[config.mk]
export PLATFORM = sky130hd
export DESIGN_NAME = arp_cache_engine
export DESIGN_NICKNAME = d
export VERILOG_FILES = /design/src/rtl/ace_pkg.sv /design/src/rtl/arp_cache_engine.sv /design/src/rtl/ace_cell.sv /design/src/rtl/ace_ctrl.sv
export SDC_FILE = /design/constraint.sdc
export NUM_CORES = 2
export LEC_CHECK = 0
export ABC_AREA = 1
export BUFFER_PORTS_ARGS = -buffer_cell sky130_fd_sc_hd__clkbuf_2
export CAP_MARGIN = 25
export CORE_MARGIN = 2
export CORE_UTILIZATION = 45
export DETAILED_ROUTE_END_ITERATION = 6
export PLACE_DENSITY = 0.67
export SLEW_MARGIN = 10
export SYNTH_ARGS = -nofsm -noshare
export SYNTH_HDL_FRONTEND = slang
export SYNTH_HIERARCHICAL = 1
export SYNTH_SLANG_ARGS = --single-unit
[constraint.sdc]
create_clock -name clk -period 10.34 [get_ports clk]
set_input_delay 0.517 -clock clk [delete_from_list [all_inputs] [get_ports clk]]
set_output_delay 0.517 -clock clk [all_outputs]
set_load 0.005 [all_outputs]
[src/rtl/ace_pkg.sv]
// Shared types, codes and constants for the ARP cache engine.
// Used by ace_cell, ace_ctrl and arp_cache_engine; depends on nothing.
package ace_pkg;

  localparam int TableEntries = 8;
  localparam int MacBytes     = 6;
  localparam int IdxW         = (TableEntries > 1) ? $clog2(TableEntries) : 1;

  typedef enum logic [1:0] {
    ENT_EMPTY   = 2'd0,
    ENT_PENDING = 2'd1,
    ENT_STABLE  = 2'd2,
    ENT_UNUSED  = 2'd3
  } ent_state_t;

  typedef enum logic [1:0] {
    OP_TICK    = 2'd0,
    OP_LEARN   = 2'd1,
    OP_ARP     = 2'd2,
    OP_RESOLVE = 2'd3
  } op_t;

  typedef enum logic [2:0] {
    STS_DONE     = 3'd0,
    STS_RESOLVED = 3'd1,
    STS_REQUEST  = 3'd2,
    STS_NOROUTE  = 3'd3,
    STS_FULL     = 3'd4,
    STS_REPLY    = 3'd5,
    STS_IGNORED  = 3'd6
  } status_t;

  localparam logic [15:0] ArpRequest = 16'd1;
  localparam logic [15:0] ArpReply   = 16'd2;

  typedef enum logic [2:0] {
    REG_OWN_IP      = 3'd0,
    REG_SUBNET_MASK = 3'd1,
    REG_GATEWAY_IP  = 3'd2,
    REG_ALWAYS_INS  = 3'd3,
    REG_STABLE_MAX  = 3'd4,
    REG_PENDING_MAX = 3'd5
  } reg_idx_t;

  typedef enum logic [2:0] {
    FSM_IDLE,
    FSM_SCAN,
    FSM_DECIDE,
    FSM_WRITE,
    FSM_DONE
  } fsm_t;

  typedef enum logic [1:0] {
    WR_TICK,
    WR_MATCH,
    WR_INSERT,
    WR_PEND
  } wr_kind_t;

  typedef struct packed {
    logic [31:0] ip;
    logic [47:0] mac;
    ent_state_t  st;
    logic [7:0]  age;
  } entry_t;

  typedef struct packed {
    logic [31:0] own_ip;
    logic [31:0] subnet_mask;
    logic [31:0] gateway_ip;
    logic        always_insert;
    logic [7:0]  stable_max_age;
    logic [7:0]  pending_max_age;
  } cfg_t;

  // Bytes of a MAC address that an update may write; byte 0 is the top byte.
  function automatic logic [47:0] mac_mask_f();
    logic [47:0] m;
    m = '0;
    for (int k = 0; k < 6; k++) begin
      if (k < MacBytes) begin
        m[40-8*k +: 8] = 8'hff;
      end
    end
    return m;
  endfunction

  localparam logic [47:0] MacMask = mac_mask_f();

endpackage

[src/rtl/arp_cache_engine.sv]
// ARP cache top level: configuration registers, the row of entry cells and
// the sequencer. Depends on ace_pkg, ace_cell and ace_ctrl.
// A tick runs one write pass; learn, ARP update and resolve run a scan pass,
// a decision and at most one write pass; a reply updating two pairs does so twice.
// One word at a time; each scan or write pass rotates the whole row once.
// Reset (synchronous, rst high) empties the table and loads register defaults.
module arp_cache_engine
  import ace_pkg::*;
(
  input  logic         clk,
  input  logic         rst,
  input  logic         s_tvalid,
  output logic         s_tready,
  // arp_opcode[15:0], first_ip[47:16], first_mac[95:48],
  // second_ip[127:96], second_mac[175:128]
  input  logic [175:0] s_tdata,
  // op[1:0]
  input  logic [1:0]   s_tuser,
  output logic         m_tvalid,
  input  logic         m_tready,
  // result_mac[47:0], result_ip[79:48]
  output logic [79:0]  m_tdata,
  // status[2:0]
  output logic [2:0]   m_tuser,
  input  logic         psel,
  input  logic         penable,
  input  logic         pwrite,
  input  logic [4:0]   paddr,
  input  logic [31:0]  pwdata,
  output logic [31:0]  prdata,
  output logic         pready
);

  cfg_t     cfg;
  reg_idx_t widx;
  entry_t   row [TableEntries];
  entry_t   tail, head;
  logic     shift;

  assign pready = 1'b1;
  assign widx   = reg_idx_t'(paddr[4:2]);

  // Register writes.
  always_ff @(posedge clk) begin
    if (rst) begin
      cfg <= '{own_ip: '0, subnet_mask: '0, gateway_ip: '0, always_insert: 1'b0,
               stable_max_age: 8'd120, pending_max_age: 8'd2};
    end else if (psel && penable && pwrite) begin
      case (widx)
        REG_OWN_IP:      cfg.own_ip          <= pwdata;
        REG_SUBNET_MASK: cfg.subnet_mask     <= pwdata;
        REG_GATEWAY_IP:  cfg.gateway_ip      <= pwdata;
        REG_ALWAYS_INS:  cfg.always_insert   <= pwdata[0];
        REG_STABLE_MAX:  cfg.stable_max_age  <= pwdata[7:0];
        REG_PENDING_MAX: cfg.pending_max_age <= pwdata[7:0];
        default: begin
        end
      endcase
    end
  end

  // Register reads.
  always_comb begin
    case (widx)
      REG_OWN_IP:      prdata = cfg.own_ip;
      REG_SUBNET_MASK: prdata = cfg.subnet_mask;
      REG_GATEWAY_IP:  prdata = cfg.gateway_ip;
      REG_ALWAYS_INS:  prdata = {31'd0, cfg.always_insert};
      REG_STABLE_MAX:  prdata = {24'd0, cfg.stable_max_age};
      REG_PENDING_MAX: prdata = {24'd0, cfg.pending_max_age};
      default:         prdata = '0;
    endcase
  end

  // Row of cells: each takes its upper neighbor, the last takes the tail word.
  for (genvar k = 0; k < TableEntries; k++) begin : g_cell
    entry_t din;
    if (k == TableEntries - 1) begin : g_last
      assign din = tail;
    end else begin : g_mid
      assign din = row[k+1];
    end
    ace_cell u_cell (
      .clk  (clk),
      .rst  (rst),
      .shift(shift),
      .din  (din),
      .dout (row[k])
    );
  end

  assign head = row[0];

  ace_ctrl u_ctrl (
    .clk     (clk),
    .rst     (rst),
    .cfg     (cfg),
    .s_tvalid(s_tvalid),
    .s_tready(s_tready),
    .s_tdata (s_tdata),
    .s_tuser (s_tuser),
    .m_tvalid(m_tvalid),
    .m_tready(m_tready),
    .m_tdata (m_tdata),
    .m_tuser (m_tuser),
    .head    (head),
    .tail    (tail),
    .shift   (shift)
  );

endmodule

[src/rtl/ace_cell.sv]
// One table entry of the ARP cache; part of the circulating row of cells.
// Depends on ace_pkg for the entry type.
module ace_cell
  import ace_pkg::*;
(
  input  logic   clk,
  input  logic   rst,
  input  logic   shift,
  input  entry_t din,
  output entry_t dout
);

  entry_t entry;

  // Take the neighbor's entry whenever the row rotates.
  always_ff @(posedge clk) begin
    if (rst) begin
      entry <= '{ip: '0, mac: '0, st: ENT_EMPTY, age: '0};
    end else if (shift) begin
      entry <= din;
    end
  end

  assign dout = entry;

endmodule

[src/rtl/ace_ctrl.sv]
// Sequencer of the ARP cache: scans the rotating row of cells, decides and
// writes back as entries pass the head. Depends on ace_pkg.
module ace_ctrl
  import ace_pkg::*;
(
  input  logic          clk,
  input  logic          rst,
  input  cfg_t          cfg,
  input  logic          s_tvalid,
  output logic          s_tready,
  input  logic [175:0]  s_tdata,
  input  logic [1:0]    s_tuser,
  output logic          m_tvalid,
  input  logic          m_tready,
  output logic [79:0]   m_tdata,
  output logic [2:0]    m_tuser,
  input  entry_t        head,
  output entry_t        tail,
  output logic          shift
);

  localparam logic [IdxW-1:0] LastIdx = IdxW'(TableEntries - 1);

  typedef enum logic [1:0] {
    PATH_DONE,
    PATH_SCAN,
    PATH_TICK
  } path_t;

  fsm_t          state, state_next;
  logic [IdxW-1:0] cnt;

  // Current job and the item's second job.
  logic [31:0] cur_ip;
  logic [47:0] cur_mac;
  logic        cur_ins, cur_res;
  logic        second;
  logic [31:0] ip2;
  logic [47:0] mac2;
  logic        keep;

  // Result being built.
  status_t     res_status;
  logic [47:0] res_mac;
  logic [31:0] res_ip;

  // Scan accumulators.
  logic            m_found, s_found, p_found, e_found, b_found;
  logic [IdxW-1:0] m_idx, e_idx, b_idx;
  logic [7:0]      b_age;
  logic [47:0]     s_mac;

  // Write pass.
  wr_kind_t        wkind;
  logic [IdxW-1:0] wtgt;

  // Decoded input word.
  logic [15:0] in_opc;
  logic [31:0] in_ip1, in_ip2;
  logic [47:0] in_mac1, in_mac2;
  op_t         in_op;

  assign in_opc  = s_tdata[15:0];
  assign in_ip1  = s_tdata[47:16];
  assign in_mac1 = s_tdata[95:48];
  assign in_ip2  = s_tdata[127:96];
  assign in_mac2 = s_tdata[175:128];
  assign in_op   = op_t'(s_tuser);

  // Classify an accepted word and preset its job and result.
  path_t       a_path;
  status_t     a_status;
  logic [47:0] a_mac;
  logic [31:0] a_ip, a_cip;
  logic        a_ins, a_res, a_keep, a_second;
  logic [31:0] host;
  logic        bcast, mcast, onsub1;

  always_comb begin
    host     = ~cfg.subnet_mask;
    bcast    = (in_ip1 == '0) || (in_ip1 == '1) ||
               ((host != '0) && ((in_ip1 & host) == host));
    mcast    = (in_ip1[31:28] == 4'he);
    onsub1   = ((in_ip1 & cfg.subnet_mask) == (cfg.own_ip & cfg.subnet_mask));
    a_path   = PATH_DONE;
    a_status = STS_DONE;
    a_mac    = '0;
    a_ip     = '0;
    a_cip    = in_ip1;
    a_ins    = 1'b0;
    a_res    = 1'b0;
    a_keep   = 1'b0;
    a_second = 1'b0;
    case (in_op)
      OP_TICK: begin
        a_path = PATH_TICK;
      end
      OP_LEARN: begin
        if (onsub1) begin
          a_path = PATH_SCAN;
          a_ins  = 1'b1;
        end else begin
          a_status = STS_IGNORED;
        end
      end
      OP_ARP: begin
        if (in_opc == ArpRequest) begin
          if (cfg.own_ip == '0) begin
            a_status = STS_IGNORED;
          end else begin
            a_path = PATH_SCAN;
            if (in_ip2 == cfg.own_ip) begin
              a_status = STS_REPLY;
              a_mac    = in_mac1;
              a_ip     = in_ip1;
              a_keep   = 1'b1;
            end
          end
        end else if (in_opc == ArpReply) begin
          a_path = PATH_SCAN;
          if (in_ip2 == cfg.own_ip) begin
            a_ins = 1'b1;
          end else begin
            a_second = 1'b1;
          end
        end else begin
          a_status = STS_IGNORED;
        end
      end
      default: begin
        if (bcast) begin
          a_status = STS_RESOLVED;
          a_mac    = '1;
        end else if (mcast) begin
          a_status = STS_RESOLVED;
          a_mac    = {24'h01005e, 1'b0, in_ip1[22:0]};
        end else if (!onsub1 && (cfg.gateway_ip == '0)) begin
          a_status = STS_NOROUTE;
        end else begin
          a_path = PATH_SCAN;
          a_res  = 1'b1;
          if (!onsub1) begin
            a_cip = cfg.gateway_ip;
          end
        end
      end
    endcase
  end

  // Fold the head entry into the scan accumulators.
  logic            n_m_found, n_s_found, n_p_found, n_e_found, n_b_found;
  logic [IdxW-1:0] n_m_idx, n_e_idx, n_b_idx;
  logic [7:0]      n_b_age;
  logic [47:0]     n_s_mac;
  logic            ipm;

  always_comb begin
    if (cnt == '0) begin
      n_m_found = 1'b0; n_s_found = 1'b0; n_p_found = 1'b0;
      n_e_found = 1'b0; n_b_found = 1'b0;
      n_m_idx = '0; n_e_idx = '0; n_b_idx = '0; n_b_age = '0; n_s_mac = '0;
    end else begin
      n_m_found = m_found; n_s_found = s_found; n_p_found = p_found;
      n_e_found = e_found; n_b_found = b_found;
      n_m_idx = m_idx; n_e_idx = e_idx; n_b_idx = b_idx; n_b_age = b_age;
      n_s_mac = s_mac;
    end
    ipm = (head.ip == cur_ip);
    if (!n_m_found && ipm && (head.st == ENT_PENDING || head.st == ENT_STABLE)) begin
      n_m_found = 1'b1;
      n_m_idx   = cnt;
    end
    if (!n_s_found && ipm && head.st == ENT_STABLE) begin
      n_s_found = 1'b1;
      n_s_mac   = head.mac;
    end
    if (ipm && head.st == ENT_PENDING) begin
      n_p_found = 1'b1;
    end
    if (!n_e_found && head.st == ENT_EMPTY) begin
      n_e_found = 1'b1;
      n_e_idx   = cnt;
    end
    if (head.st == ENT_STABLE && (!n_b_found || head.age >= n_b_age)) begin
      n_b_found = 1'b1;
      n_b_idx   = cnt;
      n_b_age   = head.age;
    end
  end

  // Decision after a scan: write kind, target and the result it gives.
  logic            v_found;
  logic [IdxW-1:0] v_idx;
  logic            d_write, d_full;
  wr_kind_t        d_kind;
  logic [IdxW-1:0] d_tgt;

  always_comb begin
    v_found = e_found || b_found;
    v_idx   = e_found ? e_idx : b_idx;
    d_write = 1'b0;
    d_full  = 1'b0;
    d_kind  = WR_MATCH;
    d_tgt   = v_idx;
    if (cur_res) begin
      if (!s_found && !p_found) begin
        if (v_found) begin
          d_write = 1'b1;
          d_kind  = WR_PEND;
        end else begin
          d_full = 1'b1;
        end
      end
    end else if (cur_ip != '0) begin
      if (m_found) begin
        d_write = 1'b1;
        d_tgt   = m_idx;
      end else if (cur_ins || cfg.always_insert) begin
        if (v_found) begin
          d_write = 1'b1;
          d_kind  = WR_INSERT;
        end else begin
          d_full = 1'b1;
        end
      end
    end
  end

  // Next state.
  always_comb begin
    state_next = state;
    case (state)
      FSM_IDLE: begin
        if (s_tvalid) begin
          case (a_path)
            PATH_SCAN: state_next = FSM_SCAN;
            PATH_TICK: state_next = FSM_WRITE;
            default:   state_next = FSM_DONE;
          endcase
        end
      end
      FSM_SCAN: begin
        if (cnt == LastIdx) begin
          state_next = FSM_DECIDE;
        end
      end
      FSM_DECIDE: begin
        if (d_write) begin
          state_next = FSM_WRITE;
        end else if (second) begin
          state_next = FSM_SCAN;
        end else begin
          state_next = FSM_DONE;
        end
      end
      FSM_WRITE: begin
        if (cnt == LastIdx) begin
          state_next = second ? FSM_SCAN : FSM_DONE;
        end
      end
      FSM_DONE: begin
        if (!m_tvalid || m_tready) begin
          state_next = FSM_IDLE;
        end
      end
      default: state_next = FSM_IDLE;
    endcase
  end

  // Outputs: handshake, row rotation and the entry written back at the tail.
  logic [7:0] age_inc;

  always_comb begin
    s_tready = (state == FSM_IDLE);
    shift    = (state == FSM_SCAN) || (state == FSM_WRITE);
    age_inc  = head.age + 8'd1;
    tail     = head;
    if (state == FSM_WRITE) begin
      case (wkind)
        WR_TICK: begin
          tail.age = age_inc;
          if (head.st == ENT_STABLE && age_inc >= cfg.stable_max_age) begin
            tail.st = ENT_EMPTY;
          end else if (head.st == ENT_PENDING && age_inc >= cfg.pending_max_age) begin
            tail.st = ENT_EMPTY;
          end
        end
        WR_MATCH: begin
          if (cnt == wtgt) begin
            tail.st  = ENT_STABLE;
            tail.mac = (head.mac & ~MacMask) | (cur_mac & MacMask);
            tail.age = '0;
          end
        end
        WR_INSERT: begin
          if (cnt == wtgt) begin
            tail.ip  = cur_ip;
            tail.st  = ENT_STABLE;
            tail.mac = (head.mac & ~MacMask) | (cur_mac & MacMask);
            tail.age = '0;
          end
        end
        default: begin
          if (cnt == wtgt) begin
            tail.ip  = cur_ip;
            tail.st  = ENT_PENDING;
            tail.age = '0;
          end
        end
      endcase
    end
  end

  // Control registers.
  always_ff @(posedge clk) begin
    if (rst) begin
      state    <= FSM_IDLE;
      cnt      <= '0;
      m_tvalid <= 1'b0;
    end else begin
      state <= state_next;
      if (shift) begin
        cnt <= (cnt == LastIdx) ? '0 : cnt + 1'b1;
      end
      if (state == FSM_DONE && (!m_tvalid || m_tready)) begin
        m_tvalid <= 1'b1;
      end else if (m_tready) begin
        m_tvalid <= 1'b0;
      end
    end
  end

  // Job, scan and result registers.
  always_ff @(posedge clk) begin
    case (state)
      FSM_IDLE: begin
        if (s_tvalid) begin
          cur_ip     <= a_cip;
          cur_mac    <= in_mac1;
          cur_ins    <= a_ins;
          cur_res    <= a_res;
          second     <= a_second;
          ip2        <= in_ip2;
          mac2       <= in_mac2;
          keep       <= a_keep;
          res_status <= a_status;
          res_mac    <= a_mac;
          res_ip     <= a_ip;
          wkind      <= WR_TICK;
        end
      end
      FSM_SCAN: begin
        m_found <= n_m_found; s_found <= n_s_found; p_found <= n_p_found;
        e_found <= n_e_found; b_found <= n_b_found;
        m_idx <= n_m_idx; e_idx <= n_e_idx; b_idx <= n_b_idx;
        b_age <= n_b_age; s_mac <= n_s_mac;
      end
      FSM_DECIDE: begin
        wkind <= d_kind;
        wtgt  <= d_tgt;
        if (cur_res) begin
          if (s_found) begin
            res_status <= STS_RESOLVED;
            res_mac    <= s_mac;
          end else if (d_full) begin
            res_status <= STS_FULL;
          end else begin
            res_status <= STS_REQUEST;
            res_ip     <= cur_ip;
          end
        end else if (d_full && !keep) begin
          res_status <= STS_FULL;
        end
        if (!d_write && second) begin
          cur_ip  <= ip2;
          cur_mac <= mac2;
          cur_ins <= 1'b0;
          second  <= 1'b0;
        end
      end
      FSM_WRITE: begin
        if (cnt == LastIdx && second) begin
          cur_ip  <= ip2;
          cur_mac <= mac2;
          cur_ins <= 1'b0;
          second  <= 1'b0;
        end
      end
      FSM_DONE: begin
        if (!m_tvalid || m_tready) begin
          m_tdata <= {res_ip, res_mac};
          m_tuser <= res_status;
        end
      end
      default: begin
      end
    endcase
  end

  // The row is aligned with logical index zero whenever no pass runs.
  a_aligned: assert property (@(posedge clk) disable iff (rst)
    (state == FSM_IDLE || state == FSM_DONE || state == FSM_DECIDE) |-> cnt == '0)
    else $error("row not aligned outside a pass");

  // An accepted word always leaves the idle state.
  a_leave: assert property (@(posedge clk) disable iff (rst)
    (s_tvalid && s_tready) |=> state != FSM_IDLE)
    else $error("accepted word did not start work");

  // A result word appears only after the done state.
  a_result: assert property (@(posedge clk) disable iff (rst)
    $rose(m_tvalid) |-> $past(state == FSM_DONE))
    else $error("result raised outside the done state");

endmodule
==> summary.md <==
| Metric | Value |
|---|---|
| Post-synth cell types | 49 |
| Routed vias | 46438 |
| Post-DP HPWL | 97940 µm |
| HP Class | primary input to flop |
| Number of I/O port buffers | 336 |
| Largest net degree at the start of global routing | 293 |
| CTS tree | built |
| Post-synth ARST share | 0% |
| Vias in the first global route | 41857 |
| Final worst path period share | 38.44% |
| Clk_skew | 0.03359 ns |
| CP Capture Type | flop |
| ANT nets after route | 0 |
| Power density cells | 300.9 nW/µm² |
| Crit Path Category | flop to flop |
| H-tree Lvls | 4 |
| Chip Height | 356.0 µm |
| CTS max path bufs | 3 |
| Final WL | 151700 µm |
| Syn Std Cell Area | 55760 µm² |
| Die width | 356.0 µm |
| # rows | 129 |
| DRT iter0 DRCs | 4070 |
| WP data arrival | 4.33 ns |
| EDFF count, synth | 405 |
| Initial Util | 45.22% |
| Slew HR | 11.35% |
| Slew of the pin with the lowest slew margin | 1.330 ns |
| Post-DR vias/cell | 4.813 |
| Max-slew violations | 0 |
| Final setup vio count | 0 |
| Routed len/inst | 15.72 µm |
| First-pass GRT wire length | 233400 µm |
| Total power | 19090 µW |
| Post-synthesis mux area share | 0% |
| Xor/xnor share of the synthesized area | 0.4555% |
| CTS Buf Count | 136 |
| GR Util All Layers | 23.48% |
| Die area | 126700 µm² |
| P_leak | 0.02626 µW |
| Area growth from synthesis to layout | 13.78% |
| DRC viols | 0 |
| Number of I/O pins | 340 |
| Max FO, Critical Path | 48 |
| Layout cell share with drive strength beyond 1 | 8.471% |
| Seq cells post-synth | 1245 |
| Crit start category | flop |
| Largest family of logic cells by synthesized area | simple AND/OR/NAND/NOR gates |
| Setup ws final | 6.365 ns |
| CTS Sinks | 1245 |
| Fin. Hold Viols | 0 |
| Complex-gate fraction of the synthesized area | 3.918% |
| Setup TNS | 0 ns |
| Pre-CTS WS | 5.926 ns |
| Pre-antenna DRT Iters | 7 |
| Clock root buffer | clkbuf_16 |
| Worst-case vdd ir drop | 0.2268 mV |
| Minimum clock period | 3.975 ns |
| Insertion delay of the later-clocked pin in the worst-skew pair | 0.76 ns |
| Most frequently used flop master after synthesis | dfxtp_1 |
| Hold buffer count at CTS | 68 |
| Sequential area share after synthesis | 51.97% |
| RSZ-0062 raised after global routing | no |
| Nets | 8154 |
| Post-CTS setup buffer count | 0 |
| Core area | 123300 µm² |
| Mapped Avg Cell Area | 7.272 µm² |
| Synth Net Count | 7931 |
| Synth Instances | 7668 |
| Status | complete, no violations |
| Fmax achieved | 251.6 MHz |
| Worst EP required | 10.70 ns |
| Simple-Gate Fraction of Synth Area | 31.56% |
| Initial antenna violation count | 15 |
| Max-cap violations | 0 |
| GRT overflow | 0 |
| Adder-Cell Fraction of Synth Area | 0.9200% |
| Post-CTS Resized | 0 |
| YS warnings | 6 |
| RePlAce Congestion | 0.9384 |
| Worst-path clk slew | 0.06 ns |
-- power by group --
part / total [µW] / switching (µW) / leakage [µW] / internal [µW]
Combinational: 6000 / 3920 / 0.0133 / 2080
Clock: 4950 / 2040 / 0.00221 / 2910
Sequential: 8140 / 914 / 0.0107 / 7230
Total: 19100 / 6880 / 0.0263 / 12200
-- state kept, by name, indices dropped and copies added, names as in the netlist, 8 cells and up --
name	count
u_ctrl/m_tdata	80
u_ctrl/mac2	48
u_ctrl/cur_ip	32
u_ctrl/cur_mac	48
cfg	113
u_ctrl/s_mac	48
u_ctrl/b_age	8
g_cell.u_cell/dout	720
u_ctrl/res_mac	48
u_ctrl/res_ip	32
u_ctrl/ip2	32
-- synth_stat cells (18+ instances only) --
library cell  number  area share, %
a21oi_1           78           0.70
nand2_1         2207             15
o22ai_1           51           0.57
a211oi_1          51           0.69
nor4_1            25           0.28
buf_2            117            1.1
buf_4             90            1.2
nand3_1          249            2.2
buf_1             18           0.12
inv_1           1077            7.3
edfxtp_1         405             22
dfxtp_1          840             30
ha_1              41           0.92
inv_2             31           0.21
nor2_1          1907             13
xnor2_1           22           0.35
buf_6             24           0.48
clkbuf_1         122           0.82
o21ai_0          120            1.1
nand4_1           49           0.55
o21ai_1           35           0.31
-- cell families after synthesis --
group	after synthesis
buffers and inverters	1482
AOI/OAI and AO/OA	378
DFF	1245
other	1
adders and majority gates	41
and+or+nand+nor	4492
xor gates and xnor gates	29
-- cell type report --
class	count	area, µm²
Tap cell	1637	2048
Sequential cell	1245	28980
Multi-Input combinational cell	4941	20680
Antenna cell	8	20.02
Timing Repair Buffer	456	2983
Fill cell	11943	59870
Clock inverter	46	630.6
Inverter	1111	4173
Clock buffer	205	3930
-- critical path, cell delays in order, from the launching register on --
cell,delay [ns]
edfxtp_1,0.50
inv_1,0.14
o22ai_1,0.09
nor4_1,0.47
nand2_1,0.17
nor4b_4,0.57
nand4_4,0.59
a21oi_4,0.26
buf_4,0.67
-- final timing paths --
| kind | slack [ns] | to | cells past startpoint | start |
|---|---|---|---|---|
| worst max-delay path | 6.36 | u_ctrl/s_mac[41] | 8 | u_ctrl/cur_ip[13] |
| worst min register to register | 0.41 | u_ctrl/m_tdata[3] | 0 | u_ctrl/res_mac[3] |
| worst max register to register | 6.36 | u_ctrl/s_mac[41] | 8 | u_ctrl/cur_ip[13] |
| worst min-delay path | 0.04 | u_ctrl/ip2[0] | 1 | s_tdata[96] |
-- layer usage --
| metal | share of wire, % | global-route usage [%] | up-vias |
|---|---|---|---|
| met5 | 0.022 | 0 | - |
| li1 | - | - | 23602 |
| met2 | 46 | 38.58 | 1344 |
| met4 | 3.5 | 8.667 | 6 |
| met3 | 7.0 | 4.051 | 282 |
| met1 | 43 | 30.97 | 21204 |
-- placed cells by master (no fill, tap or decap), types with 5 or more instances in the layout --
cell type         n
dlygate4sd3_1    68
clkbuf_8         15
nand3_1         249
buf_4            36
ha_1             41
clkbuf_16       141
buf_12            9
clkbuf_2        336
or2_2            13
clkinv_2          8
a21oi_1          75
nor2_4           24
xnor2_1          22
clkbuf_1         46
o22ai_1          51
inv_6             5
dfxtp_1         840
clkinv_8          6
o211ai_1         15
inv_2            33
a211oi_1         51
diode_2           8
buf_16            6
a31oi_1          15
nor4_1           24
nor2_1         1903
bufinv_16        10
nand4_1          49
nand2_1        2207
clkinv_1          9
inv_1          1076
edfxtp_1        405
o21ai_1          35
xor2_1            7
o21ai_0         119
-- per-stage QoR --
stage	std cells	hold WS (ns)	cell area, µm²	util [%]
final	9649	0.04496	63440	51.45
after CTS	9632	0.004284	63200	51.26
after global placement	9310	0.4031	57910	46.96
after global routing	9645	0.01138	63430	51.44
after detailed placement	9313	0.4045	57960	47.00
after floorplan	7668	0.4003	55760	-
Note: power is estimated with default switching activity, not from simulation.
